## src/rtl/rsa_mexp_pkg.sv

```systemverilog
`timescale 1ns / 1ps
// ----------------------------------------------------------------------------
// RSA modular exponentiation package
// Shared constants, register indexes, controller states and the command and
// status words between controller and datapath.
// ----------------------------------------------------------------------------
package rsa_mexp_pkg;

   // Fixed field widths
   localparam int MSG_BITS      = 32;
   localparam int CSR_DATA_BITS = 32;
   localparam int CSR_IDX_BITS  = 2;

   // Default datapath width
   localparam int MODULUS_BITS_DEF = 32;

   // Configuration register indexes
   localparam logic [CSR_IDX_BITS-1:0] CSR_MODULUS     = 2'd0;
   localparam logic [CSR_IDX_BITS-1:0] CSR_PUBLIC_EXP  = 2'd1;
   localparam logic [CSR_IDX_BITS-1:0] CSR_PRIVATE_EXP = 2'd2;

   // Register reset values
   localparam logic [CSR_DATA_BITS-1:0] MODULUS_RST     = 32'd1;
   localparam logic [CSR_DATA_BITS-1:0] PUBLIC_EXP_RST  = 32'd65537;
   localparam logic [CSR_DATA_BITS-1:0] PRIVATE_EXP_RST = 32'd0;

   // Opcode values
   localparam logic OP_ENCRYPT = 1'b0;
   localparam logic OP_DECRYPT = 1'b1;

   typedef enum logic [3:0] {
      ST_IDLE,
      ST_CHECK,
      ST_REDUCE,
      ST_EXP,
      ST_MUL_RUN,
      ST_MUL_WB,
      ST_SQR_RUN,
      ST_SQR_WB,
      ST_DONE
   } state_type;

   // Controller to datapath
   typedef struct packed {
      logic load;        // capture operands, prepare reduction
      logic set_one;     // zero exponent: answer one
      logic set_zero;    // zero modulus: answer zero
      logic red_step;    // one bit of the input reduction
      logic mul_load;    // start a modular multiply
      logic mul_sq;      // operands for the multiply: base by base
      logic mul_step;    // one bit of the multiply
      logic wb_result;   // write product into result
      logic wb_base;     // write product into base
      logic expo_shift;  // drop the low exponent bit
   } cmd_type;

   // Datapath to controller
   typedef struct packed {
      logic expo_zero;
      logic expo_bit0;
      logic mod_zero;
      logic cnt_zero;
   } status_type;

endpackage

```

## src/rtl/rsa_mexp_dp.sv

```systemverilog
`timescale 1ns / 1ps
// ----------------------------------------------------------------------------
// RSA modular exponentiation datapath
// Operand registers, bit-serial input reduction and a shared shift-and-add
// modular multiplier, one bit per cycle.
// ----------------------------------------------------------------------------
module rsa_mexp_dp #(
   parameter int MODULUS_BITS = rsa_mexp_pkg::MODULUS_BITS_DEF
) (
   input  logic                                     clock,
   input  logic                                     reset,
   input  rsa_mexp_pkg::cmd_type                    cmd,
   output rsa_mexp_pkg::status_type                 status,
   input  logic                                     opcode,
   input  logic [rsa_mexp_pkg::MSG_BITS-1:0]        message_value,
   input  logic [rsa_mexp_pkg::CSR_DATA_BITS-1:0]   modulus,
   input  logic [rsa_mexp_pkg::CSR_DATA_BITS-1:0]   public_exponent,
   input  logic [rsa_mexp_pkg::CSR_DATA_BITS-1:0]   private_exponent,
   output logic [rsa_mexp_pkg::MSG_BITS-1:0]        result_value
);
   import rsa_mexp_pkg::*;

   localparam int DW    = MODULUS_BITS;
   localparam int CMAX  = (DW > MSG_BITS) ? DW : MSG_BITS;
   localparam int CW    = $clog2(CMAX);
   localparam logic [CW-1:0] RED_LAST = CW'(MSG_BITS - 1);
   localparam logic [CW-1:0] MUL_LAST = CW'(DW - 1);

   logic [DW-1:0]            mod_ff, mod_in;
   logic [DW-1:0]            base_ff, base_in;
   logic [DW-1:0]            res_ff, res_in;
   logic [DW-1:0]            acc_ff, acc_in;
   logic [DW-1:0]            x_ff, x_in;
   logic [DW-1:0]            y_ff, y_in;
   logic [CSR_DATA_BITS-1:0] expo_ff, expo_in;
   logic [MSG_BITS-1:0]      msg_ff, msg_in;
   logic [CW-1:0]            cnt_ff, cnt_in;

   logic [DW-1:0] mod_new;
   logic [DW:0]   red_sum, acc_sum, x_sum, mod_ext;
   logic [DW-1:0] red_mod, acc_mod, x_mod;

   assign mod_new = DW'(modulus);
   assign mod_ext = {1'b0, mod_ff};

   // Reduction step: r = (2r + bit) mod m
   assign red_sum = {base_ff, msg_ff[MSG_BITS-1]};
   assign red_mod = (red_sum >= mod_ext) ? DW'(red_sum - mod_ext) : DW'(red_sum);

   // Multiply step: acc += x when y bit set, x doubles, both mod m
   assign acc_sum = {1'b0, acc_ff} + {1'b0, x_ff};
   assign acc_mod = (acc_sum >= mod_ext) ? DW'(acc_sum - mod_ext) : DW'(acc_sum);
   assign x_sum   = {x_ff, 1'b0};
   assign x_mod   = (x_sum >= mod_ext) ? DW'(x_sum - mod_ext) : DW'(x_sum);

   // Next-state selection
   always_comb begin
      mod_in  = mod_ff;
      base_in = base_ff;
      res_in  = res_ff;
      acc_in  = acc_ff;
      x_in    = x_ff;
      y_in    = y_ff;
      expo_in = expo_ff;
      msg_in  = msg_ff;
      cnt_in  = cnt_ff;
      if (cmd.load) begin
         mod_in  = mod_new;
         base_in = '0;
         res_in  = (mod_new == DW'(1)) ? '0 : DW'(1);
         expo_in = (opcode == OP_DECRYPT) ? private_exponent : public_exponent;
         msg_in  = message_value;
         cnt_in  = RED_LAST;
      end
      if (cmd.set_one) begin
         res_in = DW'(1);
      end
      if (cmd.set_zero) begin
         res_in = '0;
      end
      if (cmd.red_step) begin
         base_in = red_mod;
         msg_in  = {msg_ff[MSG_BITS-2:0], 1'b0};
         cnt_in  = cnt_ff - CW'(1);
      end
      if (cmd.wb_result) begin
         res_in = acc_ff;
      end
      if (cmd.wb_base) begin
         base_in = acc_ff;
      end
      if (cmd.expo_shift) begin
         expo_in = {1'b0, expo_ff[CSR_DATA_BITS-1:1]};
      end
      if (cmd.mul_load) begin
         acc_in = '0;
         x_in   = cmd.mul_sq ? base_ff : res_ff;
         y_in   = base_ff;
         cnt_in = MUL_LAST;
      end
      if (cmd.mul_step) begin
         acc_in = y_ff[0] ? acc_mod : acc_ff;
         x_in   = x_mod;
         y_in   = {1'b0, y_ff[DW-1:1]};
         cnt_in = cnt_ff - CW'(1);
      end
   end

   // Hold operands
   always_ff @(posedge clock) begin
      mod_ff  <= mod_in;
      base_ff <= base_in;
      res_ff  <= res_in;
      acc_ff  <= acc_in;
      x_ff    <= x_in;
      y_ff    <= y_in;
      expo_ff <= expo_in;
      msg_ff  <= msg_in;
      cnt_ff  <= cnt_in;
   end

   assign status.expo_zero = (expo_ff == '0);
   assign status.expo_bit0 = expo_ff[0];
   assign status.mod_zero  = (mod_ff == '0);
   assign status.cnt_zero  = (cnt_ff == '0);

   assign result_value = MSG_BITS'(res_ff);

   // Reduced base stays below the modulus
   a_base_reduced: assert property (@(posedge clock) disable iff (reset)
      (cmd.red_step || cmd.wb_base) && !status.mod_zero |=> base_ff < mod_ff)
      else $error("base not reduced");

   // Partial product stays below the modulus
   a_acc_reduced: assert property (@(posedge clock) disable iff (reset)
      cmd.mul_step && !status.mod_zero |=> acc_ff < mod_ff)
      else $error("partial product not reduced");

   // Write-back only once the multiply has run all its bits
   a_wb_after_run: assert property (@(posedge clock) disable iff (reset)
      (cmd.wb_result || cmd.wb_base) |-> $past(cmd.mul_step) && $past(status.cnt_zero))
      else $error("write-back before multiply finished");

endmodule

```

## src/rtl/rsa_mexp_ctrl.sv

```systemverilog
`timescale 1ns / 1ps
// ----------------------------------------------------------------------------
// RSA modular exponentiation controller
// Sequences load, input reduction and the square-and-multiply loop over the
// exponent bits, low bit first.
// ----------------------------------------------------------------------------
module rsa_mexp_ctrl (
   input  logic                     clock,
   input  logic                     reset,
   input  logic                     start,
   output logic                     busy,
   output logic                     done,
   output rsa_mexp_pkg::cmd_type    cmd,
   input  rsa_mexp_pkg::status_type status
);
   import rsa_mexp_pkg::*;

   state_type state_ff, state_in;

   // State register
   always_ff @(posedge clock) begin
      if (reset) begin
         state_ff <= ST_IDLE;
      end else begin
         state_ff <= state_in;
      end
   end

   // Next state and commands
   always_comb begin
      state_in = state_ff;
      cmd      = '0;
      busy     = 1'b1;
      done     = 1'b0;
      unique case (state_ff)
         ST_IDLE: begin
            busy = 1'b0;
            if (start) begin
               cmd.load = 1'b1;
               state_in = ST_CHECK;
            end
         end
         ST_CHECK: begin
            priority if (status.expo_zero) begin
               cmd.set_one = 1'b1;
               state_in    = ST_DONE;
            end else if (status.mod_zero) begin
               cmd.set_zero = 1'b1;
               state_in     = ST_DONE;
            end else begin
               state_in = ST_REDUCE;
            end
         end
         ST_REDUCE: begin
            cmd.red_step = 1'b1;
            if (status.cnt_zero) begin
               state_in = ST_EXP;
            end
         end
         ST_EXP: begin
            priority if (status.expo_zero) begin
               state_in = ST_DONE;
            end else if (status.expo_bit0) begin
               cmd.mul_load = 1'b1;
               state_in     = ST_MUL_RUN;
            end else begin
               cmd.mul_load = 1'b1;
               cmd.mul_sq   = 1'b1;
               state_in     = ST_SQR_RUN;
            end
         end
         ST_MUL_RUN: begin
            cmd.mul_step = 1'b1;
            if (status.cnt_zero) begin
               state_in = ST_MUL_WB;
            end
         end
         ST_MUL_WB: begin
            // squaring reads only the base, so it may load alongside
            cmd.wb_result = 1'b1;
            cmd.mul_load  = 1'b1;
            cmd.mul_sq    = 1'b1;
            state_in      = ST_SQR_RUN;
         end
         ST_SQR_RUN: begin
            cmd.mul_step = 1'b1;
            if (status.cnt_zero) begin
               state_in = ST_SQR_WB;
            end
         end
         ST_SQR_WB: begin
            cmd.wb_base    = 1'b1;
            cmd.expo_shift = 1'b1;
            state_in       = ST_EXP;
         end
         ST_DONE: begin
            done     = 1'b1;
            state_in = ST_IDLE;
         end
         default: begin
            state_in = ST_IDLE;
         end
      endcase
   end

   // An accepted word always starts the operand load
   a_start_loads: assert property (@(posedge clock) disable iff (reset)
      start && !busy |=> state_ff == ST_CHECK)
      else $error("accepted word not loaded");

   // Result strobe lasts one cycle
   a_done_single: assert property (@(posedge clock) disable iff (reset)
      done |=> !done && !busy)
      else $error("result strobe held");

endmodule

```

## src/rtl/rsa_modular_exponentiation_top.sv

```systemverilog
`timescale 1ns / 1ps
// Run time from start to rsp_valid grows with the exponent bit length and its set bits;
//   a zero exponent or modulus skips the reduction and the square-and-multiply loop.
// Throughput: one word at a time, the next taken in the cycle after rsp_valid; the shift-and-add
//   multiplier, one bit per cycle, sets it.
// Reset: synchronous, active high; controller idles, config registers take their reset values.
// The result strobe lasts one cycle and cannot be stalled.
// ----------------------------------------------------------------------------
// RSA modular exponentiation top level
// Configuration registers, controller and datapath for value^exponent mod
// modulus by right-to-left square-and-multiply.
// ----------------------------------------------------------------------------
module rsa_modular_exponentiation_top #(
   parameter int MODULUS_BITS = rsa_mexp_pkg::MODULUS_BITS_DEF
) (
   input  logic                                     clock,
   input  logic                                     reset,
   input  logic                                     start,
   output logic                                     busy,
   input  logic                                     req_opcode,
   input  logic [rsa_mexp_pkg::MSG_BITS-1:0]        req_message_value,
   output logic                                     rsp_valid,
   output logic [rsa_mexp_pkg::MSG_BITS-1:0]        rsp_result_value,
   input  logic                                     csr_valid,
   output logic                                     csr_ready,
   input  logic [rsa_mexp_pkg::CSR_IDX_BITS-1:0]    csr_index,
   input  logic [rsa_mexp_pkg::CSR_DATA_BITS-1:0]   csr_wdata
);
   import rsa_mexp_pkg::*;

   logic [CSR_DATA_BITS-1:0] modulus_ff, pub_exp_ff, priv_exp_ff;
   cmd_type                  cmd;
   status_type               status;

   assign csr_ready = 1'b1;

   // Configuration registers
   always_ff @(posedge clock) begin
      if (reset) begin
         modulus_ff  <= MODULUS_RST;
         pub_exp_ff  <= PUBLIC_EXP_RST;
         priv_exp_ff <= PRIVATE_EXP_RST;
      end else if (csr_valid && csr_ready) begin
         unique case (csr_index)
            CSR_MODULUS:     modulus_ff  <= csr_wdata;
            CSR_PUBLIC_EXP:  pub_exp_ff  <= csr_wdata;
            CSR_PRIVATE_EXP: priv_exp_ff <= csr_wdata;
            default: begin
               // unmapped index: drop the word
            end
         endcase
      end
   end

   rsa_mexp_ctrl u_ctrl (
      .clock  (clock),
      .reset  (reset),
      .start  (start),
      .busy   (busy),
      .done   (rsp_valid),
      .cmd    (cmd),
      .status (status)
   );

   rsa_mexp_dp #(
      .MODULUS_BITS (MODULUS_BITS)
   ) u_dp (
      .clock            (clock),
      .reset            (reset),
      .cmd              (cmd),
      .status           (status),
      .opcode           (req_opcode),
      .message_value    (req_message_value),
      .modulus          (modulus_ff),
      .public_exponent  (pub_exp_ff),
      .private_exponent (priv_exp_ff),
      .result_value     (rsp_result_value)
   );

   // Result strobe comes only from a running command
   a_cfg_idle: assert property (@(posedge clock) disable iff (reset)
      rsp_valid |-> busy)
      else $error("result strobe while idle");

endmodule
```

## config.mk

```make
export PLATFORM = sky130hd
export DESIGN_NAME = rsa_modular_exponentiation_top
export DESIGN_NICKNAME = d
export VERILOG_FILES = /design/src/rtl/rsa_mexp_pkg.sv /design/src/rtl/rsa_mexp_dp.sv /design/src/rtl/rsa_mexp_ctrl.sv /design/src/rtl/rsa_modular_exponentiation_top.sv
export SDC_FILE = /design/constraint.sdc
export NUM_CORES = 1
export LEC_CHECK = 0
export ABC_AREA = 0
export ABC_CLOCK_PERIOD_IN_PS = 4500
export BUFFER_PORTS_ARGS = -buffer_cell sky130_fd_sc_hd__buf_2
export CORE_AREA = 5 5 198 219
export CTS_CLUSTER_DIAMETER = 50
export DETAILED_ROUTE_END_ITERATION = 16
export DIE_AREA = 0 0 203 224
export PLACE_DENSITY = 0.71
export REMOVE_ABC_BUFFERS = 1
export SLEW_MARGIN = 20
export SYNTH_ARGS = -nofsm -noshare
export SYNTH_HDL_FRONTEND = slang
export SYNTH_SLANG_ARGS = --single-unit
```

## constraint.sdc

```tcl
create_clock -name clock -period 4.5 [get_ports clock]
set_clock_uncertainty 0.1 [all_clocks]
set_input_delay 0.45 -clock clock [delete_from_list [all_inputs] [get_ports clock]]
set_output_delay 0.45 -clock clock [all_outputs]
set_load 0.03 [all_outputs]
```

==> summary.txt, run 1 <==
Run status
  • Status: complete, but fails checks
  • Failing checks: setup timing

STA
  • Fmax: ~0.21 GHz
  • Period minus WS final: around 4800 ps
  • Slew Viols, Final: 0
  • Slew headroom: 30.5%
  • Final hold vios: 0
  • # setup viols final: 32
  • Period utilization: 107%
  • Setup WS post-layout: -299 ps
  • Setup tns final: -7400 ps
  • Worst Max-Slew Pin Slew: around 1000 ps
  • RSZ-0062 raised after global routing: true

Yosys
  • Async S/R FF share, synth: 0%
  • Synth Area in XOR/XNOR: 4.11%
  • Synth Area per Inst: 9.27 sq um
  • Area leader, netlist: edfxtp_1
  • Simple-gate portion of the synthesized area: 16.2%
  • Mux share of post-synthesis cell area: a little over 4%
  • Post-synthesis compound-gate area fraction: between 10% and 20%
  • Adder-cell share of the synthesized area: roughly 7.7%
  • #FFs+latches synth: about 360
  • Synthesis Warnings: 0
  • Top cells by area, synth: edfxtp_1 35%, dfxtp_1 9.3%, ha_1 7.3%, nand2_1 7.2%, a21oi_1 6.1%
  • Cell Area, Synth: 0.0222 sq mm
  • Top cells by instance count after synthesis: 423 x nand2_1, 269 x a21oi_1, 258 x edfxtp_1
  • Main combinational cell family by area after synthesis: compound AO/OA/AOI/OAI gates
  • EDFF count, synth: 258
  • Synth top area share: a little over a third
  • Sequential area share after synthesis: 44.3%
  • Netlist cell types: between 80 and 90
  • Main synth FF type: edfxtp_1
  • Most common cell in the synthesized netlist: nand2_1
  • Syn Inst Count: about 2400

Floorplanning
  • FP Rows: 78
  • Core area: roughly 0.04 sq mm
  • Die W: 203 um
  • Die H: roughly 220 um
  • Die area: between 0.04 and 0.05 sq mm
  • IO Count: roughly 110
  • Initial Util: between 50% and 60%

CTS
  • Clock buffer count from CTS: 44
  • Root Driver: clkbuf_16
  • TritonCTS clock tree: built
  • CTS max path bufs: 3
  • Worst-path clk slew: roughly 60 ps
  • # clock sinks: 361
  • Clk_lat worst skew: ~570 ps
  • H-tree depth: 2

Pwr
  • Peak supply drop: around 0.36 mV
  • Sequential Power Share: about a third
  • Clk network pwr share: 26.3%
  • Overall power: between 10 and 15 mW
  • Sw frac: between 30% and 40%
  • Switching Power: 5.06 mW
  • PwrDens: 505 mW/mm^2
  • Internal power: roughly 8.7 mW
  • Comb power frac: a little over two fifths
  • Static leakage power: around 11 nW

Global route
  • Gr usage total: between 20% and 30%
  • Initial antenna violation count: 1
  • Grt ovf: 0
  • Vias in the first global route: around 20000
  • First-pass GRT wire length: approximately 110000 um
  • Pin count of the biggest net entering global routing: 77

Flow run
  • Number of max-cap violations: 0

Setup path
  • CP max stage delay: 400 ps
  • Worst Setup SP: u_dp.acc_ff[1]
  • Crit-path slowest cell: edfxtp_1
  • CP top delay family: compound AO/OA/AOI/OAI gates
  • Crit-path max FO: 3
  • CP startpoint kind: register
  • CP Data Required Time: about 4700 ps
  • R2r startpoint: u_dp.acc_ff[1]
  • Crit end category: register
  • CP cell instances: buf_6 -> ha_4 -> a211o_1 -> a211oi_4 -> buf_4 -> nor2b_1 -> nor2_1 -> o21bai_1 -> a21oi_1 -> xnor2_2 -> ha_1 -> nand2_1 -> o21ai_0 -> o21bai_2 -> o41ai_2 -> o41ai_1 -> buf_4 -> o21ai_4 -> o41ai_2 -> xor2_1 -> o21ai_1
  • Buf/Inv on CP: 3
  • Critical Path AT: 5010 ps
  • Critical path class: register to register

Routing
  • DR iter-0 viols: 1596
  • Pre-Repair DR Iteration Count: 6
  • Via count: about 20000
  • WL final: a little under 70000 um
  • Vias per inst: between 6 and 7
  • Routed len/inst: about 21 um
  • Final ANT Viol Nets: 0
  • Post-route DRC: 0

Placed design
  • Area post-placement: roughly 0.025 sq mm
  • Inst Count DP: around 3100
  • I/O Buffers: around 100
  • RePlAce Congestion: ~0.95
  • Detailed placement HPWL: ~48000 um

Finish
  • Final instance area: 0.0271 sq mm
  • Nets: between 2000 and 3000
  • Finished Layout Cells: roughly 3200
  • P&R area growth vs syn: 22.5%
  • Post-layout util: approximately 66%
  • Layout cells sized above 1: a little over a fifth
  • Fillers: between 3000 and 4000

Worst hold path
  • Worst Hold Class: input port to register
  • Hold path start: csr_wdata[14]
-- final timing paths --
check	slack (ps)	cells after the start	end
hold / removal	60	3	pub_exp_ff[14]
setup reg to reg	-300	21	u_dp.acc_ff[28]
hold reg to reg	350	2	pub_exp_ff[8]
setup / recovery	-300	21	u_dp.acc_ff[28]
-- placed cells by master, fill, tap and decap left out, types with 16 or more instances in the layout --
cell,instances
dfxtp_1,103
o21bai_1,17
nor3_1,21
nor2b_1,18
xor2_1,36
a21oi_2,22
a21o_1,58
nor2_1,103
nand4_1,26
buf_2,103
inv_1,79
clkbuf_16,49
and2_1,37
a21oi_1,245
edfxtp_1,258
o211ai_1,17
nor4_1,28
nand2_1,421
a211oi_1,34
ha_1,124
buf_4,233
mux2i_1,88
nand3_1,41
xnor2_1,58
a22o_1,36
o21ai_0,113
o21a_1,19
o21ai_2,16
o21ai_1,18
-- repair_timing --
action	4_1_cts	5_1_grt
gates resized for setup	94	73
pin swaps	29	49
setup endpoints to repair	32	32
setup buffers	27	15
gates cloned	6	3
hold buffers	0	0
-- power groups by stage --
stage,Sequential [mW],Clock [mW],Combinational [mW]
after CTS,4.36,3.64,5.35
after global routing,4.41,3.79,6.17
final,4.37,3.60,5.74
after floorplan,4.41,0,3.18
after global placement,4.41,0,4.85
after detailed placement,4.43,0,4.95
-- kinds of logic after synthesis --
group	count (synthesis)
xor gates and xnor gates	104
and+or+nand+nor	793
adders and majority gates	134
other	1
AOI/OAI and AO/OA	704
DFF	361
buffers and inverters	203
muxes	89
-- area by class of cell --
class	instances	area [sq um]	share of cell area, %
clock buffer	53	1200	4.41
timing repair buffer	361	2710	9.98
sequential	361	9810	36.2
inverter	81	304	1.12
multi-input combinational	1825	12200	44.9
tap	520	651	2.40
antenna	1	2.50	0.00922
clock inverter	26	269	0.991
-- stage by stage --
stage	setup WS [ps]	hold slack, ps
after floorplan	-491	322
after global routing	-492	50.4
after detailed placement	-597	344
final	-299	59.7
after CTS	-119	38.2
after global placement	-427	338
-- tightest hold or removal path, stage by stage --
cell and delay [ps]:
buf_2 120, nand2_1 50, a21oi_1 50
-- routing by layer --
layer  part of all wire (%)  GRT usage, %  wire length (um)
met3                    6.8          4.37              4680
met1                     40          36.8             27500
met2                     48          49.4             32900
met4                    5.0          12.8              3410
met5                      0             0                 0
Power figures use the tool's default switching activity.
==> inputs of run 2 (changes only) <==
Settings changed: CAP_MARGIN from default to 20, CELL_PAD_IN_SITES_DETAIL_PLACEMENT from default to 2, CELL_PAD_IN_SITES_GLOBAL_PLACEMENT from default to 2, CORE_AREA 5 5 198 219 to 5 5 243 269, DIE_AREA 0 0 203 224 to 0 0 248 274, PLACE_DENSITY 0.71 to 0.72.
==> run 2 against run 1 <==
Net effect: the flow still finishes with violations (setup timing); critical path type unchanged; core utilization is 21 points lower; highest routed layer unchanged; global-route usage is 4.0 points lower; critical path depth is 3 higher; sequential share of layout area is 1.4 points lower; final cell count is 12% higher; maximum frequency is 7.8% lower; sequential power is 0.9% higher; hold slack worse by 28 ps; sequential cell count stayed put.
==> summary.txt, run 2 (same netlist as run 1, synthesis figures left out) <==
Run status
  • Status: complete, but fails checks
  • Failing checks: setup timing

Routing
  • Routed len/inst: 26.0 um (+22%)
  • DR WL met3: 3430 um (-27%)
  • Met2 WL post-DR: 47900 um (+45%)
  • Metal-1 WL: 38800 um (+41%)
  • Vias per inst: 5.70 (-6.2%)
  • Post-route DRC: 0 (unchanged)
  • Via count: 20500 (+4.8%)
  • Pre-Repair DR Iteration Count: 5 (-1)
  • Final ANT Viol Nets: 0 (unchanged)
  • DR iter-0 viols: 1082 (-32%)
  • WL final: 93700 um (+37%)
  • Top Metal Used: met4

STA
  • Slew headroom: 26.7% (-3.8 points)
  • Setup tns final: -20200 ps (-12800 ps)
  • Setup WS post-layout: -702 ps (-403 ps)
  • Worst hold margin: 32.2 ps (-27.6 ps)
  • Period utilization: 116% (+9.0 points)
  • Fmax: 0.192 GHz (-7.8%)
  • RSZ-0062 raised after global routing: true
  • Period minus WS final: 5200 ps (+403 ps)
  • Slew Viols, Final: 0 (unchanged)
  • # setup viols final: 32 (unchanged)
  • Worst Max-Slew Pin Slew: 1100 ps (+57.1 ps)
  • Final hold vios: 0 (unchanged)

Finish
  • Layout cells sized above 1: 22.0% (+0.93 points)
  • Final instance area: 0.0282 sq mm (+4.1%)
  • Commonest cells after routing, fill and taps aside: 420 x nand2_1, 258 x edfxtp_1, 253 x buf_4
  • Nets: 2935 (+1.9%)
  • Finished Layout Cells: 3608 (+12%)
  • P&R area growth vs syn: 27.5%
  • Most common cell after layout, fill and taps aside: nand2_1

Setup path
  • Crit-path slowest cell: edfxtp_1
  • Reg2reg end: u_dp.acc_ff[15]
  • CP startpoint kind: register
  • R2r worst-path depth: 24 (+14%)
  • Register-to-Register Setup Slack: -700 ps (-400 ps)
  • Critical Path AT: 5470 ps (+460 ps)
  • Crit end category: register
  • CP cell instances: ha_2 -> fa_2 -> a21oi_4 -> o21bai_2 -> nand3_2 -> a21o_1 -> nand2_1 -> and2_4 -> o21a_1 -> nor2_2 -> xnor2_2 -> ha_4 -> a21o_1 -> a21o_1 -> nand2_1 -> o211ai_1 -> nor2_2 -> buf_4 -> o311ai_4 -> a21o_1 -> and3_4 -> buf_12 -> o21ai_1 -> a21oi_1
  • CP Data Required Time: 4770 ps (+60 ps)
  • CP max stage delay: 460 ps (+60 ps)
  • Crit-path most repeated cell: a21o_1
  • Crit-path max FO: 25 (+22)
  • R2r startpoint: u_dp.acc_ff[0]
  • Critical path class: register to register

Worst hold path
  • Worst Hold Class: input port to register
  • Hold endpoint: priv_exp_ff[18]
  • WHS Path Cells: 3 (unchanged)
  • Hold path start: csr_wdata[18]

CTS
  • Worst-path clk slew: 70 ps (about the same)
  • CTS max path bufs: 3 (unchanged)
  • Root Driver: clkbuf_16
  • H-tree depth: 2 (unchanged)
  • # clock sinks: 361 (unchanged)
  • TritonCTS clock tree: built
  • Clock buffer count from CTS: 52 (+18%)
  • Clk_lat worst skew: 640 ps (+70 ps)

Global route
  • Gr usage total: 25.0% (-4.0 points)
  • Grt ovf: 0 (unchanged)
  • Initial antenna violation count: 1 (unchanged)
  • Pin count of the biggest net entering global routing: 79 (+2.6%)
  • First-pass GRT wire length: 133000 um (+27%)
  • Vias in the first global route: 22400 (+15%)

Floorplanning
  • IO Count: 106 (unchanged)
  • Die W: 248 um (+22%)
  • Die area: 0.0680 sq mm (+49%)
  • FP Rows: 96 (+23%)
  • Initial Util: 35.7% (-19 points)
  • Die H: 274 um (+22%)
  • Core area: 0.0621 sq mm (+52%)

Flow run
  • Number of max-cap violations: 0 (unchanged)

Pwr
  • Static leakage power: 11.3 nW (+3.1%)
  • Overall power: 14.8 mW (+8.0%)
  • PwrDens: 524 mW/mm^2 (+3.7%)
  • Peak supply drop: 0.329 mV (-8.6%)

Placed design
  • Detailed placement HPWL: 62800 um (+30%)
  • Inst Count DP: 3432 (+11%)
  • I/O Buffers: 104 (unchanged)
  • RePlAce Congestion: 0.848 (-10%)
  • Area post-placement: 0.0251 sq mm (+2.2%)
-- run 2: worst max path at each step --
stage,from,end,slack [ps],cells past startpoint
2_1_floorplan,u_dp.x_ff[0],u_dp.acc_ff[14],-490,19
3_3_place_gp,u_dp.x_ff[0],u_dp.acc_ff[31],-690,20
3_5_place_dp,u_dp.x_ff[0],u_dp.acc_ff[31],-850,20
4_1_cts,u_dp.acc_ff[1],u_dp.acc_ff[27],-260,21
5_1_grt,u_dp.acc_ff[0],u_dp.acc_ff[0],-900,22
6_report,u_dp.acc_ff[0],u_dp.acc_ff[15],-700,24
-- run 2: report_power, final --
group	internal (mW)	switching, mW	total (mW)
Combinational	2.59	3.79	6.38
Sequential	4.10	0.311	4.41
Clock	2.26	1.76	4.02
-- run 2: area by class of cell --
| type | count | area, sq um |
|---|---|---|
| clock buffers | 61 | 1360 |
| flip-flops and latches | 361 | 9810 |
| diodes | 1 | 2.50 |
| fillers | 6600 | 33900 |
| inverters | 81 | 307 |
| clock inverters | 37 | 302 |
| well taps | 833 | 1040 |
| repair buffers | 409 | 3120 |
| multi-input cells | 1825 | 12300 |
-- run 2: timing repair --
| action | CTS | global route |
|---|---|---|
| gates cloned | 2 | 4 |
| endpoints found under the setup margin | 32 | 32 |
| setup buffers | 24 | 18 |
| hold buffers | 30 | 0 |
| gates resized for setup | 95 | 76 |
| pin swaps | 48 | 40 |
| hold endpoints to repair | 64 | 0 |
-- run 2: metrics by stage --
step,util [%],worst slack (ps)
after floorplan,-,-491
after detailed placement,40.3,-848
final,45.5,-702
after global routing,45.5,-905
after CTS,44.5,-257
after global placement,40.3,-695
-- run 2: routing by layer --
metal,vias to the layer above,GRT usage [%]
li1,9408,-
met1,10500,30.9
met2,454,45.5
met3,175,3.07
met4,0,7.33
met5,-,0
-- run 2: worst max-delay path, delay by kind of cell, from the launching register on --
family	cells	cell delay [ps]
XOR/XNOR	1	180
buffers and inverters	2	320
flip-flops	1	460
adder cells (fa/ha/maj)	3	890
AO/OA/AOI/OAI	11	1890
AND/OR/NAND/NOR	7	1050
==> inputs of run 3 (changes only) <==
Settings changed: ABC_AREA 0 to 1, CORE_AREA 5 5 243 269 to 5 5 275 303, DIE_AREA 0 0 248 274 to 0 0 280 308, PLACE_DENSITY 0.72 to default, PLACE_DENSITY_LB_ADDON from default to 0.1.
==> run 3 against run 2 <==
Net effect: the flow now finishes without violations; setup slack gained 870 ps; highest routed layer is now met5; synthesized cell count grew 60%; largest power group unchanged; largest cell class unchanged; final area grew 11%; area after synthesis grew 18%.
==> summary.txt, run 3 <==
Run status
  • Status: complete, no violations

CTS
  • # clock sinks: 361 (unchanged)
  • Root Driver: clkbuf_16
  • Clock buffer count from CTS: 56 (+7.7%)
  • Clk_lat worst skew: 670 ps (+30 ps)
  • CTS max path bufs: 3 (unchanged)
  • TritonCTS clock tree: built
  • Worst-path clk slew: 60 ps (about the same)
  • H-tree depth: 2 (unchanged)

Finish
  • Commonest cells after routing, fill and taps aside: 1228 x nand2_1, 661 x inv_1, 401 x nor2_1
  • Most common cell after layout, fill and taps aside: nand2_1
  • Final instance area: 0.0314 sq mm (+11%)
  • Layout cells sized above 1: 10.9% (-11 points)
  • Fillers: 9647 (+46%)
  • P&R area growth vs syn: 20.4%
  • Nets: 4242 (+45%)
  • Number of diodes: 0 (-1)

Routing
  • Pre-Repair DR Iteration Count: 5 (unchanged)
  • WL final: 117000 um (+25%)
  • Post-route DRC: 0 (unchanged)
  • Final ANT Viol Nets: 0 (unchanged)
  • Via count: 26200 (+28%)
  • DR iter-0 viols: 1195 (+10%)
  • Routed len/inst: 22.8 um (-12%)
  • Vias per inst: 5.11 (-10%)

Floorplanning
  • Core area: 0.0799 sq mm (+29%)
  • IO Count: 106 (unchanged)
  • Die area: 0.0862 sq mm (+27%)
  • Initial Util: 32.6% (-3.0 points)
  • Die W: 280 um (+13%)
  • FP Rows: 109 (+14%)
  • Die H: 308 um (+12%)

STA
  • Setup WS post-layout: 167 ps (+869 ps)
  • Fmax: 0.231 GHz (+20%)
  • Final hold vios: 0 (unchanged)
  • Slew headroom: 29.1% (+2.4 points)
  • # setup viols final: 0 (-100%)
  • Slew Viols, Final: 0 (unchanged)
  • Period minus WS final: 4330 ps (-869 ps)
  • Setup tns final: 0 ps (+20200 ps)
  • Worst Max-Slew Pin Slew: 1060 ps (-38.9 ps)
  • Period utilization: 96.3% (-19 points)
  • Worst hold margin: 12.1 ps (-20.0 ps)

Yosys
  • Cell Area, Synth: 0.0261 sq mm (+18%)
  • EDFF count, synth: 258 (unchanged)
  • Synth top area share: 29.7% (-5.3 points)
  • Most common cell in the synthesized netlist: nand2_1
  • Async S/R FF share, synth: 0% (unchanged)
  • Synthesis Warnings: 0 (unchanged)
  • Sequential area share after synthesis: 37.6% (-6.7 points)
  • #FFs+latches synth: 361 (unchanged)
  • Top cells by instance count after synthesis: 1240 x nand2_1, 665 x inv_1, 423 x nor2_1
  • Area leader, netlist: edfxtp_1
  • Netlist cell types: 46 (-46%)
  • Top cells by area, synth: edfxtp_1 30%, nand2_1 18%, inv_1 9.6%, dfxtp_1 7.9%, ha_1 6.2%
  • Main synth FF type: edfxtp_1
  • Synth Area per Inst: 6.81 sq um (-27%)
  • Syn Inst Count: 3832 (+60%)

Global route
  • Initial antenna violation count: 4 (+3)
  • Gr usage total: 26.2% (+1.2 points)
  • Grt ovf: 0 (unchanged)
  • Vias in the first global route: 28100 (+25%)
  • First-pass GRT wire length: 172000 um (+29%)
  • Pin count of the biggest net entering global routing: 70 (-11%)

Setup path
  • Crit end category: register
  • Crit-path slowest cell: edfxtp_1
  • CP Data Required Time: 4730 ps (-40 ps)
  • Crit-path max FO: 25 (unchanged)
  • R2r startpoint: u_dp.x_ff[0]
  • CP startpoint kind: register
  • Critical Path AT: 4570 ps (-900 ps)
  • Buf/Inv on CP: 5 (+3)
  • CP max stage delay: 460 ps (about the same)
  • CP top delay family: simple AND/OR/NAND/NOR gates
  • Worst Setup SP: u_dp.x_ff[0]
  • Critical path class: register to register

Pwr
  • Switching Power: 14.0 mW (+140%)
  • PwrDens: 858 mW/mm^2 (+64%)
  • Sequential Power Share: 20.8% (-9.0 points)
  • Peak supply drop: 0.332 mV (+1.0%)
  • Static leakage power: 15.2 nW (+34%)
  • Sw frac: 51.9% (+12 points)
  • Comb power frac: 62.2% (+19 points)
  • Clk network pwr share: 17.1% (-10 points)
  • Internal power: 13.0 mW (+45%)

Worst hold path
  • Hold path start: csr_wdata[2]
  • Worst Hold Class: input port to register

Placed design
  • Setup Slack @ Placement: -183 ps (+665 ps)
  • Area post-placement: 0.0280 sq mm (+12%)
  • RePlAce Congestion: 0.901 (+6.2%)
  • Detailed placement HPWL: 90300 um (+44%)
  • I/O Buffers: 104 (unchanged)

Flow run
  • Number of max-cap violations: 0 (unchanged)
-- run 3: changes by cell type after synthesis, sizes merged, moves of 34 or more --
cell	change
nand2	+835
mux2i	-88
a211oi	-37
nor2	+327
a21o	-56
xnor2	-34
nand3	+216
a21oi	-151
nand3b	+49
and2	-34
inv	+593
-- run 3: power by group through the flow --
stage,combinational [mW],sequential [mW],clock (mW)
after CTS,15.9,5.59,4.68
after floorplan,9.85,5.49,0
final,16.8,5.59,4.60
after global placement,15.2,5.61,0
after detailed placement,15.5,5.65,0
after global routing,18.4,5.66,4.84
-- run 3: worst paths after layout --
check | endpoint | slack [ps] | depth (start not counted)
worst max-delay path | u_dp.acc_ff[15] | 170 | 25
worst max register to register | u_dp.acc_ff[15] | 170 | 25
worst min register to register | u_dp.mod_ff[30] | 340 | 0
worst min-delay path | pub_exp_ff[2] | 10 | 3
-- run 3: metrics by stage --
step	total power [mW]	instances	utilization, %
3_3_place_gp	20.8	4947	35.0
5_1_grt	28.9	5136	39.3
4_1_cts	26.2	5108	38.3
2_1_floorplan	15.3	3722	-
6_report	26.9	5136	39.3
3_5_place_dp	21.2	4947	35.0
-- run 3: cell type report --
type                            count  area [sq um]  area share, %
Clock inverter                     37           490           1.56
Tap cell                         1054          1320           4.20
Clock buffer                       66          1500           4.78
Sequential cell                   361          9810           31.2
Inverter                          675          2530           8.07
Multi-Input combinational cell   2686         13800           44.1
Timing Repair Buffer              257          1910           6.10
-- run 3: cell families (layout without fill, tap and decap cells) --
family / count (synthesis) / in the layout / share of synthesized area, %
XOR/XNOR: 63 / 63 / 2.11
adder cells (fa/ha/maj): 134 / 134 / 6.54
buffers and inverters: 785 / 1035 / 11.8
other: 1 / 1 / 0.0144
AO/OA/AOI/OAI: 379 / 379 / 8.26
AND/OR/NAND/NOR: 2109 / 2109 / 33.7
flip-flops: 361 / 361 / 37.6
-- run 3: per-layer routing --
metal / wire, um / global-route usage, % / up-vias
li1: - / - / 12500
met1: 50200 / 32.1 / 13100
met2: 58700 / 47.8 / 390
met3: 3630 / 3.07 / 168
met4: 4530 / 8.50 / 6
met5: 34 / 0 / -
-- run 3: worst reg2reg max path: stages (launching register included) --
cell,delay (ps)
edfxtp_1,460
ha_4,230
fa_1,400
nand3_1,120
nand2_2,120
nand2_1,100
nand2_2,110
nand2_1,110
nand2_2,130
xnor2_4,210
inv_1,100
ha_4,310
nand2_1,110
nor2_2,170
nand2_1,100
nor2_1,120
nand2_2,90
inv_2,60
nor2_1,50
nor2_2,150
nor2_4,60
buf_12,140
buf_12,130
buf_16,160
nor2_1,130
nor2_1,60
-- run 3: timing repair --
item / in CTS / in global routing
setup endpoints to repair: 30 / 32
buffers inserted: 4 / 26
resized for setup: 11 / 91
cloned: 1 / 1
hold endpoints to repair: 70 / 0
pin swaps: 2 / 9
hold buffers: 53 / 0
